**config.mk**
```make
export PLATFORM = sky130hd
export DESIGN_NAME = ptg_ram
export DESIGN_NICKNAME = d
export VERILOG_FILES = /design/src/hw/rtl/ptg_ram.sv
export SDC_FILE = /design/constraint.sdc
export NUM_CORES = 2
export LEC_CHECK = 0
export BUFFER_PORTS_ARGS = -buffer_cell sky130_fd_sc_hd__buf_4
export CORE_UTILIZATION = 55
export CTS_CLUSTER_DIAMETER = 120
export DETAILED_ROUTE_END_ITERATION = 6
export PLACE_DENSITY = 0.71
export SYNTH_ARGS = -nofsm -noshare
export SYNTH_HDL_FRONTEND = slang
export SYNTH_SLANG_ARGS = --single-unit
```
**constraint.sdc**
```tcl
create_clock -name clk -period 3.35 [get_ports clk]
set_clock_uncertainty 0.05 [all_clocks]
set_input_delay 0.67 -clock clk [delete_from_list [all_inputs] [get_ports clk]]
set_output_delay 0.67 -clock clk [all_outputs]
set_load 0.1 [all_outputs]
```
**src/hw/rtl/ptg_ram.sv**
```systemverilog
// generic single write port ram with registered read
module ptg_ram #(
  parameter int WIDTH = 8,
  parameter int DEPTH = 256
) (
  input  logic                     clk,
  input  logic                     we,
  input  logic [$clog2(DEPTH)-1:0] waddr,
  input  logic [WIDTH-1:0]         wdata,
  input  logic [$clog2(DEPTH)-1:0] raddr,
  output logic [WIDTH-1:0]         rdata
);

  logic [WIDTH-1:0] store [DEPTH];

  always_ff @(posedge clk) begin
    if (we) begin
      store[waddr] <= wdata;
    end
    rdata <= store[raddr];
  end

endmodule

```
Word-level counts from Yosys, hierarchy flattened. Memory sizes are Yosys's and may differ from the RTL's. A register that Yosys moved wholly into a read port is not among the register bits. Cells that the tools add are included.

Memories kept: 1. Bits in writable memories: 2048. Flip-flop bits (word level): 0.

Memory list: store (words 256, bits a word 8, read ports 1, clocked after Yosys merged registers in 1, wr ports 1, RTL line 14) `logic [WIDTH-1:0] store [DEPTH];`.

Muxes and demuxes: 2.

Operators by type and width (number): 2-to-1 mux 1 bit (2).

Logic depth before layout (Yosys ltp).
Depth after elaboration: 2. Gate-level depth with buffers: 11. Gate-level depth less buffers: 6.

Least setup slack after synthesis. No wires, ideal clock.

Path kind: input port to flip-flop. From: in raddr[0]. To: reg rdata[2], read port of store. Setup time: 0.131 ns. Slack: 0.692 ns. Stages on the path: 9. Required time: 3.169 ns. Arrival time: 2.477 ns. Path through: buf_6 buf_12 buf_8 buf_2 mux4_2 a22oi_1 a21oi_1 nor4_1 nor4_2.

RTL lines: start, declared (RTL line 10) `input logic [$clog2(DEPTH)-1:0] raddr,`; end, declared (RTL line 11) `output logic [WIDTH-1:0] rdata`.

==> metrics.txt <==
Routed WL per cell=31.2 um; crit-path max FO=20; I/O pin count=34; Clock power frac=0.409; Seq/Total Area, Yosys=0.775; total gr overflow=0; post_cts resized=0; library cells used by synthesis=55; post-synthesis cell area=79,600 um^2; row count=139; fin nets=4,284; Core Footprint=143,000 um^2; WP data required=4.06 ns; H-tree depth=4; Ys Warns=0; post-synthesis async set-or-reset flop share=0; Comb power frac=0.055; RSZ-0062 raised after global routing=false; maximum clock rate=0.332 GHz; Mean Syn Cell Area=21.3 um^2; CP Launch Type=input pin; FF-to-FF path depth=7; CTS sink cnt=2,056; Top FF cell, synth=edfxtp_1; WL final=197,000 um; Root Driver=clkbuf_16; CTS buffer count=198; RD Place Congestion=0.873; #FFs+latches synth=2,056; Final Max Slew Viols=0; period utilisation layout=0.900; clock-pin slew on the worst setup and hold paths=0.06 ns; initial antenna violation count=5; hold crit path type=input pin to register; starting density of the core=0.554; number of global-route vias before repair=41,000; Worst Max-Slew Pin Slew=1.18 ns; ANT nets after route=0; Initial DRC Count=5,155; max_slew headroom=0.207; Cells after DPL=5,961; Post-CTS Setup Bufs=0; via density per instance=6.47; Leakage=0.0295 uW; Fillers=9,334; first-pass GRT wire length=287,000 um; Int Power=41,600 uW; CP Launch Point=raddr[0]; final hold vios=0; die height=382 um; Buffers on Ports=33; Synth Net Count=3,759; Final setup viols=0; ratio of cells with drive above 1 in the final layout=0.294; DPL Wire Length=124,000 um; Max IR drop VDD=0.594 mV; Setup crit end kind=register; status=finished, final reports clean; Pre-Repair DR Iteration Count=6; number of flops mapped to enable cells by yosys=2,048; WHS Path Cells=1; Total GRT Usage=0.273; Die Wd=382 um; Cells after Synth=3,733; hold-fix buffers at CTS=0; Fin Setup TNS=0 ns; hold path start=wdata[1]; WS Path Type=input pin to register; Reg2Reg Setup Slack=0.58 ns; sw power=11,500 uW; Clock Latency Late Sink=0.87 ns; largest net degree at the start of global routing=106; via count=41,000; register share of total power=0.536; # DRC=0; non-filler instance count after layout=6,328; die area=146,000 um^2; Critical Path AT=3.73 ns; switching share of power=0.216; deepest clock path buffer count=3; Tmin final=3.01 ns; area growth from synthesis to layout=15.5%; Max-Cap Viols=0; reg-to-reg startpoint=store[152][6]$_DFFE_PP_; PD cells=577 nW/um^2; CTS tree=yes
-- cell usage after synthesis (16+ instances only) --
| master | number | share of area |
|---|---|---|
| edfxtp_1 | 2048 | 0.77 |
| mux4_2 | 454 | 0.13 |
| nor2_1 | 282 | 0.013 |
| mux2i_1 | 134 | 0.017 |
| a22oi_1 | 133 | 0.013 |
| clkbuf_1 | 111 | 0.0052 |
| a21oi_1 | 96 | 0.0060 |
| o221ai_1 | 46 | 0.0051 |
| nand3_1 | 34 | 0.0021 |
| nand2_1 | 33 | 0.0016 |
| buf_2 | 31 | 0.0020 |
| nor2b_1 | 31 | 0.0024 |
| o22ai_1 | 28 | 0.0022 |
| buf_4 | 27 | 0.0025 |
| nor4_1 | 24 | 0.0019 |
| buf_1 | 22 | 0.0010 |
| nor3_1 | 22 | 0.0014 |
| buf_6 | 21 | 0.0030 |
| a211oi_1 | 16 | 0.0015 |
-- power groups by stage --
| stage | Combinational (uW) | Clock, uW | Sequential, uW |
|---|---|---|---|
| 6_report | 2920 | 21700 | 28400 |
| 5_1_grt | 3050 | 22800 | 28400 |
| 4_1_cts | 2920 | 21900 | 28400 |
| 3_5_place_dp | 2910 | 0 | 29000 |
| 2_1_floorplan | 1380 | 0 | 29100 |
| 3_3_place_gp | 2870 | 0 | 29000 |
-- layer usage --
metal  up-vias  routed length (um)  part of all wire  track usage
met5         -                  52           0.00026            0
met4         8                5600             0.028       0.0852
met3       343               21100              0.11       0.0656
met2      2503               95200              0.48        0.427
met1     21400               75200              0.38        0.385
li1      16700                   -                 -            -
-- metrics by stage --
stage | total power, uW | instance area, um^2 | worst slack, ns | utilization | hold WS, ns
floorplan | 30400 | 79600 | 0.692 | - | 0.719
CTS | 53200 | 91900 | 0.386 | 0.640 | 0.183
finish | 53000 | 91900 | 0.336 | 0.640 | 0.207
global placement | 31800 | 85600 | -0.415 | 0.596 | 0.988
global route | 54300 | 91900 | 0.365 | 0.640 | 0.198
detailed placement | 31900 | 85600 | -0.522 | 0.596 | 0.985
-- flip-flops by register name, summed over array words and instances (netlist names) --
name / flops
store: 2048
rdata: 8
-- critical path, cell delays in order --
cell,delay [ns]
buf_8,0.17
buf_12,0.23
buf_4,0.30
mux4_2,0.58
a22oi_1,0.25
a21oi_1,0.17
nor4_1,1.01
buf_4,0.25
nor4_2,0.04
-- cell usage in the layout (no fill, tap or decap), types with 10 or more instances in the layout --
master,n
a211oi_1,16
a21oi_1,96
a221oi_1,13
a22oi_1,133
buf_12,61
buf_4,487
bufinv_16,14
clkbuf_1,48
clkbuf_16,199
clkinv_1,49
clkinv_2,31
edfxtp_1,2048
mux2i_1,134
mux4_2,454
nand2_1,33
nand3_1,33
nand4_1,10
nor2_1,279
nor2b_1,28
nor3_1,22
nor4_1,24
o211ai_1,10
o21ai_0,10
o221ai_1,46
o22ai_1,28
-- final cells by class --
class                           instances  area (um^2)  area share
Antenna cell                            2         5.00   0.0000545
Clock buffer                          250         5200      0.0566
Clock inverter                        115         1110      0.0121
Inverter                                2         7.51   0.0000817
Multi-Input combinational cell       1442        16500       0.179
Sequential cell                      2056        61700       0.671
Tap cell                             1903         2380      0.0259
Timing Repair Buffer                  558         5020      0.0547
-- worst paths after layout --
kind | to
worst max-delay path | rdata[6]$_DFF_P_
worst min-delay path | store[243][1]$_DFFE_PP_
worst max register to register | rdata[6]$_DFF_P_
worst min register to register | rdata[5]$_DFF_P_
-- logic make-up after synthesis --
| group | share of synthesized area |
|---|---|
| buffers and inverters | 0.0183 |
| AND/OR/NAND/NOR | 0.0263 |
| AO/OA/AOI/OAI | 0.0342 |
| multiplexers | 0.146 |
| flip-flops | 0.775 |
(Power assumes the default switching activity.)
